**src/hdl/wprt_pkg.sv**
```systemverilog
// Shared codes, default sizes and controller/datapath signal groups for the pick table.
package wprt_pkg;

  // default sizing of the table
  localparam int unsigned TABLE_DEPTH_DEF = 64;
  localparam int unsigned WEIGHT_BITS_DEF = 16;
  localparam int unsigned DATA_BITS_DEF   = 32;

  // fixed field widths on the ports
  localparam int unsigned OP_W      = 2;
  localparam int unsigned NDATA_W   = 32;
  localparam int unsigned NWEIGHT_W = 16;
  localparam int unsigned INDEX_W   = 22;
  localparam int unsigned STATUS_W  = 2;
  localparam int unsigned PDATA_W   = 32;
  localparam int unsigned LEFT_W    = 22;
  localparam int unsigned HELD_W    = 7;
  localparam int unsigned IN_TDATA_W  = 72;
  localparam int unsigned OUT_TDATA_W = 64;

  // operation codes
  localparam logic [OP_W-1:0] OP_APPEND = 2'd0;
  localparam logic [OP_W-1:0] OP_PICK   = 2'd1;
  localparam logic [OP_W-1:0] OP_CLEAR  = 2'd2;

  // result status codes
  localparam logic [STATUS_W-1:0] ST_DONE      = 2'd0;
  localparam logic [STATUS_W-1:0] ST_NOT_FOUND = 2'd1;
  localparam logic [STATUS_W-1:0] ST_FULL      = 2'd2;

  // commands from controller to datapath
  typedef struct packed {
    logic                load;        // latch the accepted word
    logic                append;      // write tail entry, bump count and total
    logic                clear;       // empty the table
    logic                rd_first;    // start scan at the head
    logic                advance;     // step pointer, read next entry
    logic                accum;       // add current weight to running sum
    logic                take;        // record picked entry, lower total
    logic                move;        // write current entry one place down
    logic                drop;        // count one entry fewer
    logic                set_status;
    logic [STATUS_W-1:0] status;
    logic                emit;        // load the output register
  } cmd_t;

  // status from datapath to controller
  typedef struct packed {
    logic [OP_W-1:0] op;
    logic            full;
    logic            empty;
    logic            hit;       // running sum reaches the index at this entry
    logic            more;      // an entry exists past the pointer
    logic            out_busy;  // output register still holds an untaken word
  } stat_t;

endpackage

```
**src/hdl/wprt_ram.sv**
```systemverilog
// Generic single-write, single-read RAM with registered read data.
module wprt_ram #(
  parameter int unsigned WIDTH = 8,
  parameter int unsigned DEPTH = 64
) (
  input  logic                     clk,
  input  logic                     wr_en,
  input  logic [$clog2(DEPTH)-1:0] wr_addr,
  input  logic [WIDTH-1:0]         wr_data,
  input  logic                     rd_en,
  input  logic [$clog2(DEPTH)-1:0] rd_addr,
  output logic [WIDTH-1:0]         rd_data
);

  logic [WIDTH-1:0] mem_r [DEPTH];
  logic [WIDTH-1:0] rd_data_r;

  always_ff @(posedge clk) begin
    if (wr_en) begin
      mem_r[wr_addr] <= wr_data;
    end
    if (rd_en) begin
      rd_data_r <= mem_r[rd_addr];
    end
  end

  assign rd_data = rd_data_r;

endmodule

```
**src/hdl/wprt_ctrl.sv**
```systemverilog
// Controller state machine: sequences append, pick scan, compaction and result.
module wprt_ctrl (
  input  logic           clk,
  input  logic           rst_n,
  input  logic           in_tvalid,
  output logic           in_tready,
  input  wprt_pkg::stat_t st,
  output wprt_pkg::cmd_t  cmd
);

  localparam logic [2:0] S_IDLE     = 3'd0;
  localparam logic [2:0] S_DISPATCH = 3'd1;
  localparam logic [2:0] S_SCAN     = 3'd2;
  localparam logic [2:0] S_SHIFT    = 3'd3;
  localparam logic [2:0] S_FINISH   = 3'd4;

  logic [2:0] state_r, state_nxt;

  // state register
  always_ff @(posedge clk) begin
    if (!rst_n) begin
      state_r <= S_IDLE;
    end else begin
      state_r <= state_nxt;
    end
  end

  assign in_tready = (state_r == S_IDLE);

  // next state and commands
  always_comb begin
    state_nxt = state_r;
    cmd       = '0;
    case (state_r)
      S_IDLE: begin
        if (in_tvalid) begin
          cmd.load  = 1'b1;
          state_nxt = S_DISPATCH;
        end
      end
      S_DISPATCH: begin
        state_nxt = S_FINISH;
        case (st.op)
          wprt_pkg::OP_APPEND: begin
            if (st.full) begin
              cmd.set_status = 1'b1;
              cmd.status     = wprt_pkg::ST_FULL;
            end else begin
              cmd.append = 1'b1;
            end
          end
          wprt_pkg::OP_PICK: begin
            if (st.empty) begin
              cmd.set_status = 1'b1;
              cmd.status     = wprt_pkg::ST_NOT_FOUND;
            end else begin
              cmd.rd_first = 1'b1;
              state_nxt    = S_SCAN;
            end
          end
          wprt_pkg::OP_CLEAR: begin
            cmd.clear = 1'b1;
          end
          default: ;
        endcase
      end
      S_SCAN: begin
        if (st.hit) begin
          cmd.take = 1'b1;
          if (st.more) begin
            cmd.advance = 1'b1;
            state_nxt   = S_SHIFT;
          end else begin
            cmd.drop  = 1'b1;
            state_nxt = S_FINISH;
          end
        end else if (st.more) begin
          cmd.advance = 1'b1;
          cmd.accum   = 1'b1;
        end else begin
          cmd.set_status = 1'b1;
          cmd.status     = wprt_pkg::ST_NOT_FOUND;
          state_nxt      = S_FINISH;
        end
      end
      S_SHIFT: begin
        cmd.move = 1'b1;
        if (st.more) begin
          cmd.advance = 1'b1;
        end else begin
          cmd.drop  = 1'b1;
          state_nxt = S_FINISH;
        end
      end
      S_FINISH: begin
        if (!st.out_busy) begin
          cmd.emit  = 1'b1;
          state_nxt = S_IDLE;
        end
      end
      default: begin
        state_nxt = S_IDLE;
      end
    endcase
  end

endmodule

```
**src/hdl/wprt_dp.sv**
```systemverilog
// Datapath: entry RAM, count, total, running sum, scan pointer and output register.
module wprt_dp #(
  parameter int unsigned TABLE_DEPTH = wprt_pkg::TABLE_DEPTH_DEF,
  parameter int unsigned WEIGHT_BITS = wprt_pkg::WEIGHT_BITS_DEF,
  parameter int unsigned DATA_BITS   = wprt_pkg::DATA_BITS_DEF
) (
  input  logic                              clk,
  input  logic                              rst_n,
  input  logic [wprt_pkg::OP_W-1:0]         in_op,
  input  logic [wprt_pkg::NDATA_W-1:0]      in_data,
  input  logic [wprt_pkg::NWEIGHT_W-1:0]    in_weight,
  input  logic [wprt_pkg::INDEX_W-1:0]      in_index,
  input  wprt_pkg::cmd_t                    cmd,
  output wprt_pkg::stat_t                   st,
  output logic                              out_tvalid,
  input  logic                              out_tready,
  output logic [wprt_pkg::STATUS_W-1:0]     out_status,
  output logic [wprt_pkg::PDATA_W-1:0]      out_picked,
  output logic [wprt_pkg::LEFT_W-1:0]       out_left,
  output logic [wprt_pkg::HELD_W-1:0]       out_held
);

  localparam int unsigned AW   = $clog2(TABLE_DEPTH);
  localparam int unsigned CW   = $clog2(TABLE_DEPTH + 1);
  localparam int unsigned TW   = WEIGHT_BITS + CW;
  localparam int unsigned EW   = DATA_BITS + WEIGHT_BITS;
  localparam int unsigned CMPW = (TW > wprt_pkg::INDEX_W) ? TW : wprt_pkg::INDEX_W;
  localparam int unsigned LXW  = (TW > wprt_pkg::LEFT_W) ? TW : wprt_pkg::LEFT_W;
  localparam int unsigned DX   = (DATA_BITS > wprt_pkg::NDATA_W) ? DATA_BITS : wprt_pkg::NDATA_W;
  localparam int unsigned WX   = (WEIGHT_BITS > wprt_pkg::NWEIGHT_W) ?
                                 WEIGHT_BITS : wprt_pkg::NWEIGHT_W;
  localparam int unsigned HX   = (CW > wprt_pkg::HELD_W) ? CW : wprt_pkg::HELD_W;

  // latched word
  logic [wprt_pkg::OP_W-1:0]     op_r;
  logic [DATA_BITS-1:0]          data_r;
  logic [WEIGHT_BITS-1:0]        weight_r;
  logic [wprt_pkg::INDEX_W-1:0]  target_r;

  // table state
  logic [CW-1:0] count_r;
  logic [TW-1:0] total_r;
  logic [AW-1:0] ptr_r;
  logic [TW-1:0] run_r;

  // result under construction
  logic [wprt_pkg::STATUS_W-1:0] status_r;
  logic [wprt_pkg::PDATA_W-1:0]  picked_r;

  // output register
  logic                          out_valid_r;
  logic [wprt_pkg::STATUS_W-1:0] out_status_r;
  logic [wprt_pkg::PDATA_W-1:0]  out_picked_r;
  logic [wprt_pkg::LEFT_W-1:0]   out_left_r;
  logic [wprt_pkg::HELD_W-1:0]   out_held_r;

  // RAM ports
  logic          ram_wr_en, ram_rd_en;
  logic [AW-1:0] ram_wr_addr, ram_rd_addr;
  logic [EW-1:0] ram_wr_data, ram_rd_data;

  logic [WEIGHT_BITS-1:0] cur_weight;
  logic [DATA_BITS-1:0]   cur_data;
  logic [CW-1:0]          ptr_inc;
  logic [TW-1:0]          run_sum;
  logic [CMPW-1:0]        sum_ext, tgt_ext;
  logic [DX-1:0]          in_data_ext, cur_data_ext;
  logic [WX-1:0]          in_weight_ext;
  logic [LXW-1:0]         total_ext;
  logic [HX-1:0]          count_ext;

  assign cur_weight = ram_rd_data[DATA_BITS +: WEIGHT_BITS];
  assign cur_data   = ram_rd_data[DATA_BITS-1:0];
  assign ptr_inc    = CW'(ptr_r) + CW'(1);
  assign run_sum    = run_r + TW'(cur_weight);

  // width fitting between port fields and table storage
  assign in_data_ext   = DX'(in_data);
  assign in_weight_ext = WX'(in_weight);
  assign cur_data_ext  = DX'(cur_data);
  assign total_ext     = LXW'(total_r);
  assign count_ext     = HX'(count_r);
  assign sum_ext       = CMPW'(run_sum);
  assign tgt_ext       = CMPW'(target_r);

  // status to controller
  assign st.op       = op_r;
  assign st.full     = (count_r == CW'(TABLE_DEPTH));
  assign st.empty    = (count_r == '0);
  assign st.hit      = (tgt_ext <= sum_ext);
  assign st.more     = (ptr_inc < count_r);
  assign st.out_busy = out_valid_r && !out_tready;

  // RAM access steering: appends write the tail, compaction writes one below
  assign ram_wr_en   = cmd.append || cmd.move;
  assign ram_wr_addr = cmd.append ? count_r[AW-1:0] : (ptr_r - AW'(1));
  assign ram_wr_data = cmd.append ? {weight_r, data_r} : ram_rd_data;
  assign ram_rd_en   = cmd.rd_first || cmd.advance;
  assign ram_rd_addr = cmd.rd_first ? '0 : ptr_inc[AW-1:0];

  wprt_ram #(
    .WIDTH (EW),
    .DEPTH (TABLE_DEPTH)
  ) u_ram (
    .clk     (clk),
    .wr_en   (ram_wr_en),
    .wr_addr (ram_wr_addr),
    .wr_data (ram_wr_data),
    .rd_en   (ram_rd_en),
    .rd_addr (ram_rd_addr),
    .rd_data (ram_rd_data)
  );

  // latched word and result payload
  always_ff @(posedge clk) begin
    if (cmd.load) begin
      op_r     <= in_op;
      data_r   <= in_data_ext[DATA_BITS-1:0];
      weight_r <= in_weight_ext[WEIGHT_BITS-1:0];
      target_r <= in_index;
      status_r <= wprt_pkg::ST_DONE;
      picked_r <= '0;
    end
    if (cmd.set_status) begin
      status_r <= cmd.status;
    end
    if (cmd.take) begin
      picked_r <= cur_data_ext[wprt_pkg::PDATA_W-1:0];
    end
    if (cmd.rd_first) begin
      ptr_r <= '0;
      run_r <= '0;
    end
    if (cmd.advance) begin
      ptr_r <= ptr_inc[AW-1:0];
    end
    if (cmd.accum) begin
      run_r <= run_sum;
    end
  end

  // count and total
  always_ff @(posedge clk) begin
    if (!rst_n) begin
      count_r <= '0;
      total_r <= '0;
    end else if (cmd.clear) begin
      count_r <= '0;
      total_r <= '0;
    end else if (cmd.append) begin
      count_r <= count_r + CW'(1);
      total_r <= total_r + TW'(weight_r);
    end else begin
      if (cmd.take) begin
        total_r <= total_r - TW'(cur_weight);
      end
      if (cmd.drop) begin
        count_r <= count_r - CW'(1);
      end
    end
  end

  // output register
  always_ff @(posedge clk) begin
    if (!rst_n) begin
      out_valid_r <= 1'b0;
    end else if (cmd.emit) begin
      out_valid_r <= 1'b1;
    end else if (out_tready) begin
      out_valid_r <= 1'b0;
    end
  end

  always_ff @(posedge clk) begin
    if (cmd.emit) begin
      out_status_r <= status_r;
      out_picked_r <= picked_r;
      out_left_r   <= total_ext[wprt_pkg::LEFT_W-1:0];
      out_held_r   <= count_ext[wprt_pkg::HELD_W-1:0];
    end
  end

  assign out_tvalid = out_valid_r;
  assign out_status = out_status_r;
  assign out_picked = out_picked_r;
  assign out_left   = out_left_r;
  assign out_held   = out_held_r;

endmodule

```
**src/hdl/weighted_pick_and_remove_table.sv**
```systemverilog
// Top level of the weighted pick-and-remove table.
//
//  channel | dir | tdata (low bit up)                           | tuser
//  in_     | in  | new_data, new_weight, pick_index, pad to 72  | operation
//  out_    | out | picked_data, weight_left, entries_held, pad  | status
//
// Append, clear and unused codes: the word is dispatched, its result is registered
// in the finish state, and the next word is taken back in idle. A pick registers its
// result after the scan and compaction: the entry RAM has one read port and is walked
// one entry a cycle, first for the weight scan, then for compaction.
// Reset clears count and total at once; entry storage needs no clearing pass.
// A finished word waits in the output register; the next word is accepted
// meanwhile and its result waits until the output register is free.
module weighted_pick_and_remove_table #(
  parameter int unsigned TABLE_DEPTH = wprt_pkg::TABLE_DEPTH_DEF,
  parameter int unsigned WEIGHT_BITS = wprt_pkg::WEIGHT_BITS_DEF,
  parameter int unsigned DATA_BITS   = wprt_pkg::DATA_BITS_DEF
) (
  input  logic                                 clk,
  input  logic                                 rst_n,
  input  logic                                 in_tvalid,
  output logic                                 in_tready,
  input  logic [wprt_pkg::IN_TDATA_W-1:0]      in_tdata,  // new_data, new_weight, pick_index
  input  logic [wprt_pkg::OP_W-1:0]            in_tuser,  // operation
  output logic                                 out_tvalid,
  input  logic                                 out_tready,
  output logic [wprt_pkg::OUT_TDATA_W-1:0]     out_tdata, // picked_data, weight_left, entries_held
  output logic [wprt_pkg::STATUS_W-1:0]        out_tuser  // status
);

  localparam int unsigned W_LO = wprt_pkg::NDATA_W;
  localparam int unsigned I_LO = W_LO + wprt_pkg::NWEIGHT_W;
  localparam int unsigned L_LO = wprt_pkg::PDATA_W;
  localparam int unsigned H_LO = L_LO + wprt_pkg::LEFT_W;
  localparam int unsigned O_USED = H_LO + wprt_pkg::HELD_W;

  wprt_pkg::cmd_t  cmd;
  wprt_pkg::stat_t st;

  logic [wprt_pkg::PDATA_W-1:0] picked;
  logic [wprt_pkg::LEFT_W-1:0]  left;
  logic [wprt_pkg::HELD_W-1:0]  held;

  wprt_ctrl u_ctrl (
    .clk       (clk),
    .rst_n     (rst_n),
    .in_tvalid (in_tvalid),
    .in_tready (in_tready),
    .st        (st),
    .cmd       (cmd)
  );

  wprt_dp #(
    .TABLE_DEPTH (TABLE_DEPTH),
    .WEIGHT_BITS (WEIGHT_BITS),
    .DATA_BITS   (DATA_BITS)
  ) u_dp (
    .clk        (clk),
    .rst_n      (rst_n),
    .in_op      (in_tuser),
    .in_data    (in_tdata[W_LO-1:0]),
    .in_weight  (in_tdata[I_LO-1:W_LO]),
    .in_index   (in_tdata[I_LO +: wprt_pkg::INDEX_W]),
    .cmd        (cmd),
    .st         (st),
    .out_tvalid (out_tvalid),
    .out_tready (out_tready),
    .out_status (out_tuser),
    .out_picked (picked),
    .out_left   (left),
    .out_held   (held)
  );

  // pack the result word, pad bits zero
  assign out_tdata = {{(wprt_pkg::OUT_TDATA_W - O_USED){1'b0}}, held, left, picked};

endmodule
```
**config.mk**
```make
export PLATFORM = sky130hd
export DESIGN_NAME = weighted_pick_and_remove_table
export DESIGN_NICKNAME = d
export VERILOG_FILES = /design/src/hdl/wprt_pkg.sv /design/src/hdl/wprt_ram.sv /design/src/hdl/wprt_ctrl.sv /design/src/hdl/wprt_dp.sv /design/src/hdl/weighted_pick_and_remove_table.sv
export SDC_FILE = /design/constraint.sdc
export NUM_CORES = 2
export LEC_CHECK = 0
export ABC_AREA = 1
export BUFFER_PORTS_ARGS = -buffer_cell sky130_fd_sc_hd__buf_2
export CAP_MARGIN = 10
export CORE_AREA = 2 2 482 484
export CTS_BUF_LIST = sky130_fd_sc_hd__clkbuf_4 sky130_fd_sc_hd__clkbuf_8
export DETAILED_ROUTE_END_ITERATION = 8
export DIE_AREA = 0 0 484 486
export GPL_ROUTABILITY_DRIVEN = 0
export MAX_ROUTING_LAYER = met4
export PLACE_DENSITY = 0.76
export SLEW_MARGIN = 10
export SYNTH_ARGS = -nofsm -noshare
export SYNTH_HDL_FRONTEND = slang
export SYNTH_SLANG_ARGS = --single-unit
```
**constraint.sdc**
```tcl
create_clock -name clk -period 8.35 [get_ports clk]
set_input_delay 0 -clock clk [delete_from_list [all_inputs] [get_ports clk]]
set_output_delay 0 -clock clk [all_outputs]
set_load 0.02 [all_outputs]
```
# Word-level counts from Yosys, hierarchy flattened
# Memory sizes are Yosys's and may differ from the RTL's. A register that Yosys moved wholly into a read port is not among the register bits.
# Cells that the tools add are included.
# classes
n_eq_ne	9
n_bitwise	1
n_lt_le_gt_ge	2
add_sub_neg	7
reduce_logical	16
muxes	54
# op_table
operator	n
$mux 23	4
$mux 32	2
$mux 48	1
$add 23x16->23	2
$mux 3	12
$mux 6	4
$le 22x23->1	1
$sub 23x16->23	1
$mux 1	20
$pmux 3 s5	1
$mux 7	2
$reduce_bool 2->1	7
$pmux 3 s2	2
$mux 2	4
$add 6x1->7 const B	1
$add 7x1->7 const B	1
$eq 7x7->1 const B	1
$logic_not 7->1	1
$lt 7x7->1	1
$sub 7x1->7 const B	1
$eq 3x2->1 const B	2
$sub 6x1->6 const B	1
$ne 2x2->1 const B	2
$pmux 1 s2	2
other kinds (12)	13
# totals
mem_count	1
register_bits	232
elab_cells	106
input_bits	78
out_inout_bits	68
ram_bits	3072
# memory_table
name	words	width	rd	rd_ports_with_merged_regs	wr	line	text
u_dp.u_ram.mem_r	64	48	1	1	1	wprt_ram.sv:15	logic [WIDTH-1:0] mem_r [DEPTH];

# Logic depth before layout (Yosys ltp)
# depth
word_depth	7
depth_mapped	30
mapped_depth_nobuf	30

# Hierarchy
# A second synthesis with hierarchy kept.
# unflattened
hier_cells	11378
area_unflattened_um2	136793.7
# by_module_without_submodules
module	n_inst	cells_each	seq_area_each_um2	area_per_inst_um2
wprt_ram	1	10108	93689.9	124811.0
wprt_dp	1	1209	6546.3	11647.4
wprt_ctrl	1	57	60.1	309.0
weighted_pick_and_remove_table	1	4	0.0	26.3

# Least setup slack after synthesis
# Ideal clock, no wire load.
# synth_path
path_type	reg-to-reg
startpoint	reg u_ctrl.state_r[0]
endpoint	reg u_dp.out_held_r, in the netlist u_dp.out_held[0] (enable)
path_buffers	0
slack_ns	1.243
setup_time_ns	0.640
t_arrival_ns	6.467
required_ns	7.710
period_less_slack_ns	7.107
stages_incl_launch_ff	2
path_cell_list	dfxtp_1 nor4_1
# synth_lines
item	line	text
start: declaration	wprt_ctrl.sv:17	logic [2:0] state_r, state_nxt;
start signal: assignment	wprt_ctrl.sv:24	state_r <= state_nxt;
end signal: assignment	wprt_dp.sv:179	out_held_r <= count_ext[wprt_pkg::HELD_W-1:0];
end: declaration	wprt_dp.sv:55	logic [wprt_pkg::HELD_W-1:0] out_held_r;

# Worst setup path in the final report
# layout_path
startpoint	reg u_dp.u_ram.rd_data_r[34], in the netlist u_dp.u_ram.rd_data[34] (read register of u_dp.u_ram.mem_r)
endpoint	reg u_dp.run_r[7] (enable)
# layout_between
elab_chain_cells	5
# layout_rtl
item	line	text
start: declaration	wprt_ram.sv:16	logic [WIDTH-1:0] rd_data_r;
$add 23x16->23	wprt_dp.sv:75	assign run_sum = run_r + TW'(cur_weight);
$le 22x23->1	wprt_dp.sv:90	assign st.hit = (tgt_ext <= sum_ext);
$mux 1	wprt_ctrl.sv:68	if (st.hit) begin
$mux 2	wprt_ctrl.sv:34	case (state_r)
$reduce_bool 2->1 (no source line)	-	
end signal: assignment	wprt_dp.sv:138	run_r <= run_sum;
end: declaration	wprt_dp.sv:44	logic [TW-1:0] run_r;
# No other way between the ends.
# A chain may end at the register's enable or synchronous reset.

==> out/qor.csv <==
stage,metric,value,unit
timing,count of final hold-check violations,0,
synth,dominant cell type by area after synthesis,edfxtp_1,
synth,YS warnings,0,
placement,I/O Buffers,140,
worst_setup_path,"reg-to-reg slack, setup",1.92,ns
synth,post-synthesis mux area share,0,
clocking,Skew-Pair Late Insertion Delay,1.11,ns
detailed_routing,top sig layer,met4,
worst_setup_path,crit path launch,u_dp.u_ram.rd_data[34],
grt,global-route wire length before repair,554000,µm
detailed_routing,wire length on met2,173000,µm
grt,vias in the first global route,86000,
cells_and_area,final net count,10100,
synth,Post-synth EDFFs,3318,
clocking,root buf cell,clkbuf_8,
worst_setup_path,reg-to-reg endpoint,u_dp.run_r[7],
timing,Fmax,155,MHz
detailed_routing,initial DRC count,13400,
timing,Slew HR,0.120,
clocking,Max clock buf depth,4,
timing,"Period Utilization, post-route",0.770,
synth,main combinational cell family by area after synthesis,simple AND/OR/NAND/NOR gates,
synth,largest cells by area after synthesis,"edfxtp_1 (73%), o211ai_1 (8.4%), nand3_1 (5.4%)",
detailed_routing,DRT Pass-1 Iters,8,
detailed_routing,WL met1,141000,µm
power_and_ir_drop,Leak,0.0479,µW
cells_and_area,area grow syn2layout,11.6,%
synth,Adder-Cell Fraction of Synth Area,0.00701,
synth,Yosys cell types,44,
detailed_routing,routed vias,88300,
die,die width,484,µm
die,IO Pins,146,
power_and_ir_drop,VDD IR max,0.000207,V
placement,Post-DP HPWL,203000,µm
min_path,hold depth,3,
synth,post-synth top area share,0.727,
run,number of max-cap violations,0,
worst_setup_path,CP Class,flop to flop,
worst_setup_path,CP top delay family,simple AND/OR/NAND/NOR gates,
clocking,clock sink total,3351,
grt,pin count of the biggest net entering global routing,204,
detailed_routing,DRC Markers,0,
worst_setup_path,Register-to-Register Path Depth,17,
worst_setup_path,Worst Path Max Fanout,23,
worst_setup_path,Crit. End Element,flop,
worst_setup_path,crit path DAT,6.98,ns
synth,fraction of registers with async set/reset,0,
clocking,hold_buf cts,154,
worst_setup_path,Crit path top cell by count,nand2_1,
clocking,number of buffers created by CTS,540,
synth,number of synthesized register bits,3351,
worst_setup_path,critical path depth in cells,17,
detailed_routing,Antenna Nets Post-Route,0,
power_and_ir_drop,sequential share of power,0.542,
power_and_ir_drop,Comb power frac,0.067,
worst_setup_path,crit-path cells,ha_1 -> nand3_1 -> nand2_1 -> a21oi_1 -> o21bai_1 -> a21oi_1 -> o311ai_0 -> nand2_1 -> xor2_1 -> ha_1 -> nand4_1 -> nor4_1 -> nand3b_1 -> nand2_2 -> nor2_1 -> nand2_1 -> nand2_1,
worst_setup_path,"Slowest-stage cell, CP",nand2_1,
grt,antenna violations before repair,16,
detailed_routing,vias per cell,6.61,
power_and_ir_drop,switching part of the total,0.233,
synth,Simple-Gate Fraction of Synth Area,0.140,
clocking,setup bufs post-CTS,0,
synth,mapped cell area,0.137,mm²
die,die area,0.235,mm²
power_and_ir_drop,post-layout power,34500,µW
synth,most frequent cell after synthesis,edfxtp_1,
die,row cnt,176,
worst_setup_path,CP peak stage delay,0.96,ns
synth,main flop type after synthesis,edfxtp_1,
timing,measured slew at the worst slew-check pin,1.31,ns
power_and_ir_drop,Sw Pwr,8040,µW
power_and_ir_drop,P per Cell Area,226,mW/mm²
min_path,Tightest Hold Check Type,primary input to flop,
power_and_ir_drop,Int Power,26500,µW
timing,setup violators final,0,
run_status,outcome,"finished, final reports clean",
clocking,CTS tree,done,
clocking,H-tree depth,6,
detailed_routing,met3 wire len,48100,µm
timing,min Tclk post-route,6.43,ns
worst_setup_path,startpoint type of the worst setup path,flop,
synth,Post-Synthesis Cells,9601,
detailed_routing,drt total wl,377000,µm
die,Die H,486,µm
grt,GRT Total Usage,0.325,
die,initial core utilization,0.598,
timing,fin. max-slew vios,0,
grt,GRT overflow,0,
timing,Final TNS setup,0,ns
synth,register area share after synthesis,0.732,
clocking,post-CTS sizing,0,
timing,RSZ-0062 raised after global routing,false,
worst_setup_path,CP Buf/Inv Count,0,
detailed_routing,wire per inst,28.2,µm
clocking,Clock Pin Slew Worst Setup and Hold Paths,0.06,ns
worst_setup_path,worst setup path end,u_dp.run_r[7],
synth,Post-synth top cells,"edfxtp_1 (3318), o211ai_1 (1539), nand3_1 (1472)",
synth,Avg Inst Size Synth,14.3,µm²
cells_and_area,layout cell share with drive strength beyond 1,0.171,
worst_setup_path,Critical Path RT,8.90,ns
synth,Synth Area in XOR/XNOR,0.00355,
synth,Synth Area in Compound Gates,0.0916,
die,floorplan core area,0.229,mm²
power_and_ir_drop,clock share of power,0.390,
timing,Clock Skew,0.0587,ns
cells_and_area,Post-Layout Cell Count,13400,
worst_setup_path,Reg2Reg Launch Point,u_dp.u_ram.rd_data[34],
placement,placed instance count,12300,
-- worst register-to-register path, cell delays in order, from the launching register on --
cell,delay [ns]
edfxtp_1,0.44
ha_1,0.41
nand3_1,0.10
nand2_1,0.12
a21oi_1,0.08
o21bai_1,0.31
a21oi_1,0.21
o311ai_0,0.76
nand2_1,0.23
xor2_1,0.23
ha_1,0.34
nand4_1,0.10
nor4_1,0.41
nand3b_1,0.19
nand2_2,0.16
nor2_1,0.09
nand2_1,0.72
nand2_1,0.97
-- registers in the layout, indices dropped and copies added (netlist names), 23 cells and up --
name                cells
u_dp.picked_r          32
u_dp.run_r             23
u_dp.out_picked        32
u_dp.data_r            32
u_dp.u_ram.rd_data     48
u_dp.u_ram.mem_r     3072
-- worst min path at each step --
stage,slack (ns),end,from
detailed placement,0.18,u_dp.weight_r[6],in_tdata[38]
floorplan,0.1,u_ctrl.state_r[2],rst_n
global placement,0.18,u_dp.weight_r[2],in_tdata[34]
finish,0.16,u_dp.data_r[0],in_tdata[0]
CTS,0.06,u_dp.weight_r[12],in_tdata[44]
global route,0.13,u_dp.data_r[0],in_tdata[0]
-- per-stage QoR --
step           setup slack, ns  utilization  hold WS [ns]  area, µm²
3_5_place_dp              2.63        0.617         0.178     141000
3_3_place_gp              2.73        0.617         0.179     141000
4_1_cts                   2.58        0.667        0.0598     153000
6_report                  1.92        0.667         0.160     153000
2_1_floorplan             1.24            -        0.0976     137000
5_1_grt                   1.84        0.667         0.125     153000
-- power groups by stage --
stage	clock network, µW	logic, µW	registers (µW)
global route	14200	2450	18700
CTS	13500	2250	18700
detailed placement	0	2180	19100
floorplan	0	1300	19100
finish	13500	2330	18700
global placement	0	2120	19100
-- placed cells by master (no fill, tap or decap), types with 8 or more instances in the layout --
cell,instances
o21ai_4,46
bufinv_16,8
clkinv_1,105
or2_2,478
or2_0,213
buf_2,140
clkbuf_4,171
clkinv_2,34
a21oi_1,69
nand2_4,8
inv_1,123
nor3_1,9
ha_1,72
nand4_1,13
xor2_1,35
diode_2,15
xnor2_1,18
nor2_1,152
dfxtp_1,33
buf_4,184
clkbuf_8,562
edfxtp_1,3318
nor2_4,65
or2_1,847
inv_2,10
nand3_1,1472
nand2_1,279
clkinvlp_4,13
o21ai_0,51
dlygate4sd3_1,154
buf_12,23
o211ai_1,1539
-- area by class of cell --
class | instances | area [µm²]
Clock buffer | 733 | 9020
Timing Repair Buffer | 501 | 4080
Fill cell | 15200 | 76400
Clock inverter | 167 | 966
Tap cell | 3026 | 3790
Multi-Input combinational cell | 5420 | 34300
Sequential cell | 3351 | 100000
Inverter | 138 | 551
Antenna cell | 15 | 37.5
-- routing by layer --
layer / vias up / global-route usage
met5: - / -
met3: 927 / 0.0751
met4: 0 / 0.123
li1: 37500 / -
met1: 43800 / 0.440
met2: 6063 / 0.483
-- cells by family after synthesis --
| kind of cell | count (synthesis) |
|---|---|
| AO/OA/AOI/OAI | 1729 |
| XOR/XNOR | 54 |
| adder cells (fa/ha/maj) | 75 |
| buffers and inverters | 833 |
| flip-flops | 3351 |
| other | 1 |
| AND/OR/NAND/NOR | 3558 |
(Power assumes the default switching activity.)
